**config.mk**
```make
export PLATFORM = sky130hd
export DESIGN_NAME = pds_cell
export DESIGN_NICKNAME = d
export VERILOG_FILES = /design/src/pds_pkg.sv /design/src/pds_cell.sv
export SDC_FILE = /design/constraint.sdc
export NUM_CORES = 1
export LEC_CHECK = 0
export BUFFER_PORTS_ARGS = -buffer_cell sky130_fd_sc_hd__buf_4
export CORE_AREA = 2 2 163 165
export DETAILED_ROUTE_END_ITERATION = 6
export DIE_AREA = 0 0 165 167
export MAX_ROUTING_LAYER = met4
export PLACE_DENSITY_LB_ADDON = 0.08
export REMOVE_ABC_BUFFERS = 1
export SYNTH_ARGS = -nofsm -noshare
export SYNTH_HDL_FRONTEND = slang
export SYNTH_SLANG_ARGS = --single-unit
```
**constraint.sdc**
```tcl
create_clock -name clk_i -period 4.3 [get_ports clk_i]
set_input_delay 1.075 -clock clk_i [delete_from_list [all_inputs] [get_ports clk_i]]
set_output_delay 1.075 -clock clk_i [all_outputs]
set_load 0.01 [all_outputs]
```
**src/pds_pkg.sv**
```systemverilog
// package for the periodic deadline scheduler
// holds field widths, command and status codes, and the table entry types
package pds_pkg;

  localparam int unsigned TIME_W   = 63;
  localparam int unsigned ID_W     = 8;
  localparam int unsigned PER_W    = 32;
  localparam int unsigned RV_W     = 32;
  localparam int unsigned CMD_W    = 2;
  localparam int unsigned STATUS_W = 2;

  localparam logic [TIME_W-1:0] TIME_MAX = {TIME_W{1'b1}};

  typedef enum logic [CMD_W-1:0] {
    CMD_CREATE   = 2'd0,
    CMD_POLL     = 2'd1,
    CMD_COMPLETE = 2'd2,
    CMD_NOP      = 2'd3
  } cmd_e;

  typedef enum logic [STATUS_W-1:0] {
    ST_OK      = 2'd0,
    ST_FULL    = 2'd1,
    ST_NO_RUN  = 2'd2,
    ST_RUNNING = 2'd3
  } status_e;

  // one table entry
  typedef struct packed {
    logic [TIME_W-1:0] dl;
    logic [ID_W-1:0]   id;
    logic [PER_W-1:0]  per;
  } entry_t;

  // broadcast to every cell in a cycle
  typedef struct packed {
    logic   ins;
    logic   pop;
    entry_t ent;
  } cell_cmd_t;

endpackage

```
**src/pds_cell.sv**
```systemverilog
// one slot of the sorted deadline chain
// depends on pds_pkg for entry_t and cell_cmd_t
module pds_cell (
  input  logic               clk_i,
  input  pds_pkg::cell_cmd_t cmd_i,
  input  logic               occ_i,
  input  logic               prev_after_i,
  input  pds_pkg::entry_t    prev_ent_i,
  input  pds_pkg::entry_t    next_ent_i,
  output logic               after_o,
  output pds_pkg::entry_t    ent_o
);

  pds_pkg::entry_t ent_q, ent_d;

  // new entry sorts behind this one only on a strictly later deadline
  assign after_o = occ_i && (cmd_i.ent.dl > ent_q.dl);

  always_comb begin
    ent_d = ent_q;
    if (cmd_i.ins && !after_o) begin
      ent_d = prev_after_i ? cmd_i.ent : prev_ent_i;
    end else if (cmd_i.pop) begin
      ent_d = next_ent_i;
    end
  end

  always_ff @(posedge clk_i) begin
    ent_q <= ent_d;
  end

  assign ent_o = ent_q;

endmodule

```
[Word-level counts from Yosys, hierarchy flattened]
Index checks and enable logic that the tools add are counted.
Storage, ports and cells
  memories kept: 0
  ROM bits: 0
  latch bits: 0
  output and inout bits: 104
  flip-flop bits (word level): 103
  memory bits (writable): 0
Operators by class
  mux-type cells: 3
  bitwise gates (word level): 0
  shift operators: 0
  add/sub/neg operators: 0
  equality and inequality tests: 0
  multipliers: 0
  $lt $le $gt $ge: 1
  div/mod/pow operators: 0
  reductions and logical operators: 4
Operator list (count)
  $mux W103: 3
  $gt A63 B63 Y1: 1
  $logic_and A1 B1 Y1: 2
  $reduce_bool A2 Y1: 1
  $logic_not A1 Y1: 1

[Depth between registers and ports, before layout]
  depth after elaboration: 5
  mapped depth: 12
  mapped depth without buffers: 9

[Worst setup path after synthesis]
Ideal clock, no wire load.
  path type: input-to-reg
  start: in cmd_i[62] (netlist bit)
  end: reg ent_q, in the netlist ent_o[0], enable pin
  stages on the path: 9
  arrival: 4219 ps
  buffers on the path: 1
  path slack: -337 ps
  path through: ha_1 > a21oi_1 > o21ai_1 > a221oi_1 > o32ai_1 > or4_4 > a31oi_2 > buf_6 > or2_2
On the way
  longest elaborated chain between the ends: 5
RTL lines
  start, declared: line pds_cell.sv:5  | input pds_pkg::cell_cmd_t cmd_i,
  $gt A63 B63 Y1: line pds_cell.sv:17  | assign after_o = occ_i && (cmd_i.ent.dl > ent_q.dl);
  $logic_and A1 B1 Y1: line pds_cell.sv:17
  $logic_not A1 Y1: line pds_cell.sv:21  | if (cmd_i.ins && !after_o) begin
  $logic_and A1 B1 Y1: line pds_cell.sv:21
  $reduce_bool A2 Y1 (no source line)
  end signal, assigned: line pds_cell.sv:29  | ent_q <= ent_d;
  end, declared: line pds_cell.sv:14  | pds_pkg::entry_t ent_q, ent_d;
Every way passes these cells.
A chain may end at the register's enable or synchronous reset.

[Worst setup path in the final report]
  start: in cmd_i[62] (netlist bit)
  end: out after_o
On the way
  longest elaborated chain between the ends: 2
RTL lines
  $gt A63 B63 Y1: line pds_cell.sv:17
  $logic_and A1 B1 Y1: line pds_cell.sv:17
  end, declared: line pds_cell.sv:10  | output logic after_o,
Every way passes these cells.

==> implementation parameters <==
Parameter                              Value

Setup path
  Kind of critical path    in -> out
  FF-to-FF End    ent_o[87]
  Reg2Reg Launch Point    ent_o[62]
  Startpoint type of the worst setup path    primary input
  Critical path required time    ~3200 ps
  Reg2reg path depth    12
  Endpoint of the worst setup timing path    after_o
  Crit path capture type    primary output
  CP arrival    between 3000 and 4000 ps
  Setup crit start    cmd_i[62]
  Flop2flop setup slack    1000 ps
  Largest driver fanout on the critical path    2

Floorplan
  Top-level port count    around 420
  Die boundary height    between 150 and 200 microns
  Starting density of the core    0.284
  Total core area    0.0258 sq mm
  Placement row count    59
  Die Wd    165 microns
  Overall die area    approximately 0.028 sq mm

Flow run
  Max capacitance violation total    0

Placement
  Worst setup slack before clock tree synthesis    -99.8 ps
  Cell total after placement    between 1,000 and 1,500
  Global placer's final weighted congestion    0.774
  Post-detailed-placement half-perimeter wirelength    ~21 mm
  Total of buffers placed on input and output ports    between 400 and 500

Synthesis
  Count of cell types in the netlist    36
  Share of synthesized cell area in and, or, nand and nor gates    0.0860
  Flops & latches, synth    103
  Post-synthesis compound-gate area fraction    0.170
  Mean instance size in the synthesized netlist    between 10 and 15 sq um
  Portion of synthesized cell area occupied by the leading cell type    0.423
  Post-synthesis share of cell area spent on full adders, half adders and majority gates    0.108
  Ranking of synthesized cells by area    edfxtp_1, mux2i_1, o22a_1
  Post-synthesis cell type with the largest combined area    edfxtp_1
  Post-Synth XOR/XNOR Area    0
  Portion of the post-synthesis area used by sequential elements    0.423
  Post-synthesis instance area    between 0.007 and 0.008 sq mm
  Post-Syn Instances    687
  Largest family of logic cells by synthesized area    compound AO/OA/AOI/OAI gates
  Share of cell area taken by muxes after synthesis    0.141
  Count of yosys warnings during synthesis    0

Clock network
  Latest clock arrival within the worst-skew pair    approximately 360 ps
  H-tree depth reported by CTS    3
  Register clock-pin slew on the reported worst setup and hold paths    around 70 ps
  CTS Root Cell    clkbuf_16
  Clock buffer count from CTS    9
  Number of setup buffers added after CTS    0
  Number of buffers between clock root and the deepest sink    2
  TritonCTS clock tree    done
  TritonCTS sink count    103
  Number of buffers inserted by hold repair at cts    0

GRT
  Total Routing Usage GR    0.204
  Via count of the first global-routing pass    6,990
  Initial antenna violation count    0
  Residual overflow from global routing    0
  Wire length of the first global-routing pass    just over 40 mm
  Pin count of the biggest net entering global routing    70

STA
  Setup repair after global routing missed its margin    no
  Maximum clock skew at final layout    approximately 12 ps
  Final number of max-transition violations    0
  Pin slew with the least headroom to its limit    about 740 ps
  Highest Clock Rate    236 MHz
  Final clock period utilization by the worst path    0.986
  Max_slew headroom    0.508
  Final worst slack    ~60 ps
  Number of setup violations in the final report    0
  Smallest hold slack    about 1000 ps
  Post-route minimum period    ~4200 ps
  Final number of hold-violating endpoints    0

Cells and area
  Final instance count without filler cells    ~1,400
  Area growth from synthesis to layout    52.7%
  Fraction of final layout cells with drive strength greater than 1    0.427
  Nets    around 1,500
  Antenna Cells    0
  Final Util    0.433
  Flip-flop count of the largest register, all copies and words added    a little over 100

Detailed routing
  Aggregate routed wire length    around 28 mm
  Vias per Instance    between 4 and 5
  Count of nets left with antenna violations after detail routing    0
  DRT Pass-1 Iters    4
  DRC violation count after routing    0
  Detailed-route wire length per cell    ~20 microns
  Via total after detailed routing    approximately 6,700
  Initial detailed-routing violation count    259

Worst hold path
  Hold Path Class    in -> reg
  Hold Startpoint    next_ent_i[101]

Power
  Leak    between 5 and 6 nW
  PD cells    ~300 mW/mm^2
  Maximum vdd ir drop    between 0.00015 and 0.0002 V
  Overall power consumption    roughly 0.0034 W

Status
  Result of the run    finished clean
[cell type report]
| type | count | area [sq um] |
|---|---|---|
| Fill cell | 2630 | 14600 |
| Multi-Input combinational cell | 473 | 3770 |
| Tap cell | 335 | 419 |
| Clock inverter | 6 | 56.3 |
| Inverter | 64 | 240 |
| Sequential cell | 103 | 3090 |
| Timing Repair Buffer | 438 | 3370 |
| Clock buffer | 9 | 225 |
[critical path, cell delays in order]
cell      delay, ps
buf_4           110
ha_1            290
a21oi_1         150
o21ai_1         100
a221oi_1        270
buf_4           160
o32ai_2          70
or4_4           560
o21ba_4         210
buf_4           160
[report_power, final]
group / leakage, nW / switching (W) / total [W] / internal (W)
sequential: 1.03 / 0.0000553 / 0.00133 / 0.00128
clock: 0.136 / 0.000419 / 0.000821 / 0.000402
combinational: 4.32 / 0.000573 / 0.00120 / 0.000629
total: 5.48 / 0.00105 / 0.00336 / 0.00231
[kinds of logic (layout without fill, tap and decap cells)]
family / Yosys count / count (layout)
AOI/OAI and AO/OA: 156 / 156
adders and majority gates: 63 / 63
buffers and inverters: 111 / 517
DFF: 103 / 103
muxes: 103 / 103
and+or+nand+nor: 151 / 151
[worst min path at each step]
stage	to	slack [ps]	cells after the start
after global routing	ent_o[101]	990	2
final	ent_o[101]	1000	2
after global placement	ent_o[101]	1360	2
after CTS	ent_o[101]	980	2
after detailed placement	ent_o[101]	1360	2
after floorplan	ent_o[101]	1270	1
[what timing repair did]
action,4_1_cts,5_1_grt
gates resized for setup,1,9
hold endpoints to repair,0,0
endpoints found under the setup margin,1,1
pin swaps,0,6
[layout by cell type, fill, tap and decap left out, types with 2 or more instances in the layout]
cell,instances
o21ai_0,6
inv_1,64
inv_8,2
a21o_1,7
nor3_1,2
nand2_1,121
nand3_1,8
o22a_1,103
a21oi_1,21
nand4_1,8
nor2_1,5
a211oi_2,2
ha_1,62
a221oi_1,2
edfxtp_1,103
clkinv_4,3
o21ai_1,2
buf_4,431
clkbuf_16,9
buf_12,6
mux2i_1,103
nor4_2,2
[routing by layer]
layer / vias up / share of wire / global-route usage
li1: 3352 / - / -
met1: 3126 / 0.40 / 0.232
met2: 250 / 0.51 / 0.352
met3: 10 / 0.089 / 0.0702
met4: 0 / 0.0057 / 0.0280
met5: - / 0 / -
[per-stage QoR]
| step | cell area (sq um) | setup TNS (ps) |
|---|---|---|
| after floorplan | 7030 | -376610 |
| after global placement | 10800 | -46.9 |
| after detailed placement | 10800 | -99.8 |
| after CTS | 11100 | 0 |
| after global routing | 11200 | 0 |
| final | 11200 | 0 |
[cells in the mapped netlist]
cell type,number
a21oi_1,22
a21bo_1,1
o21a_1,1
o32ai_1,1
a31oi_2,1
inv_1,64
nor4_1,2
a211oi_1,3
nor3_1,2
a221oi_1,3
nand4_1,8
nor4_2,1
clkbuf_1,21
nand2_1,121
or2_2,1
o22a_1,103
o21ai_0,7
clkbuf_2,1
buf_1,5
buf_6,14
or4_4,1
a311oi_1,1
o21ai_1,1
buf_2,6
a21o_1,7
mux2i_1,103
a2bb2oi_1,1
edfxtp_1,103
nand3_1,8
nand2b_1,1
o31ai_1,2
nand3b_1,1
nor2_1,5
o21ba_1,1
o31a_1,1
ha_1,63
No activity file was read; power rests on OpenSTA's default activity.
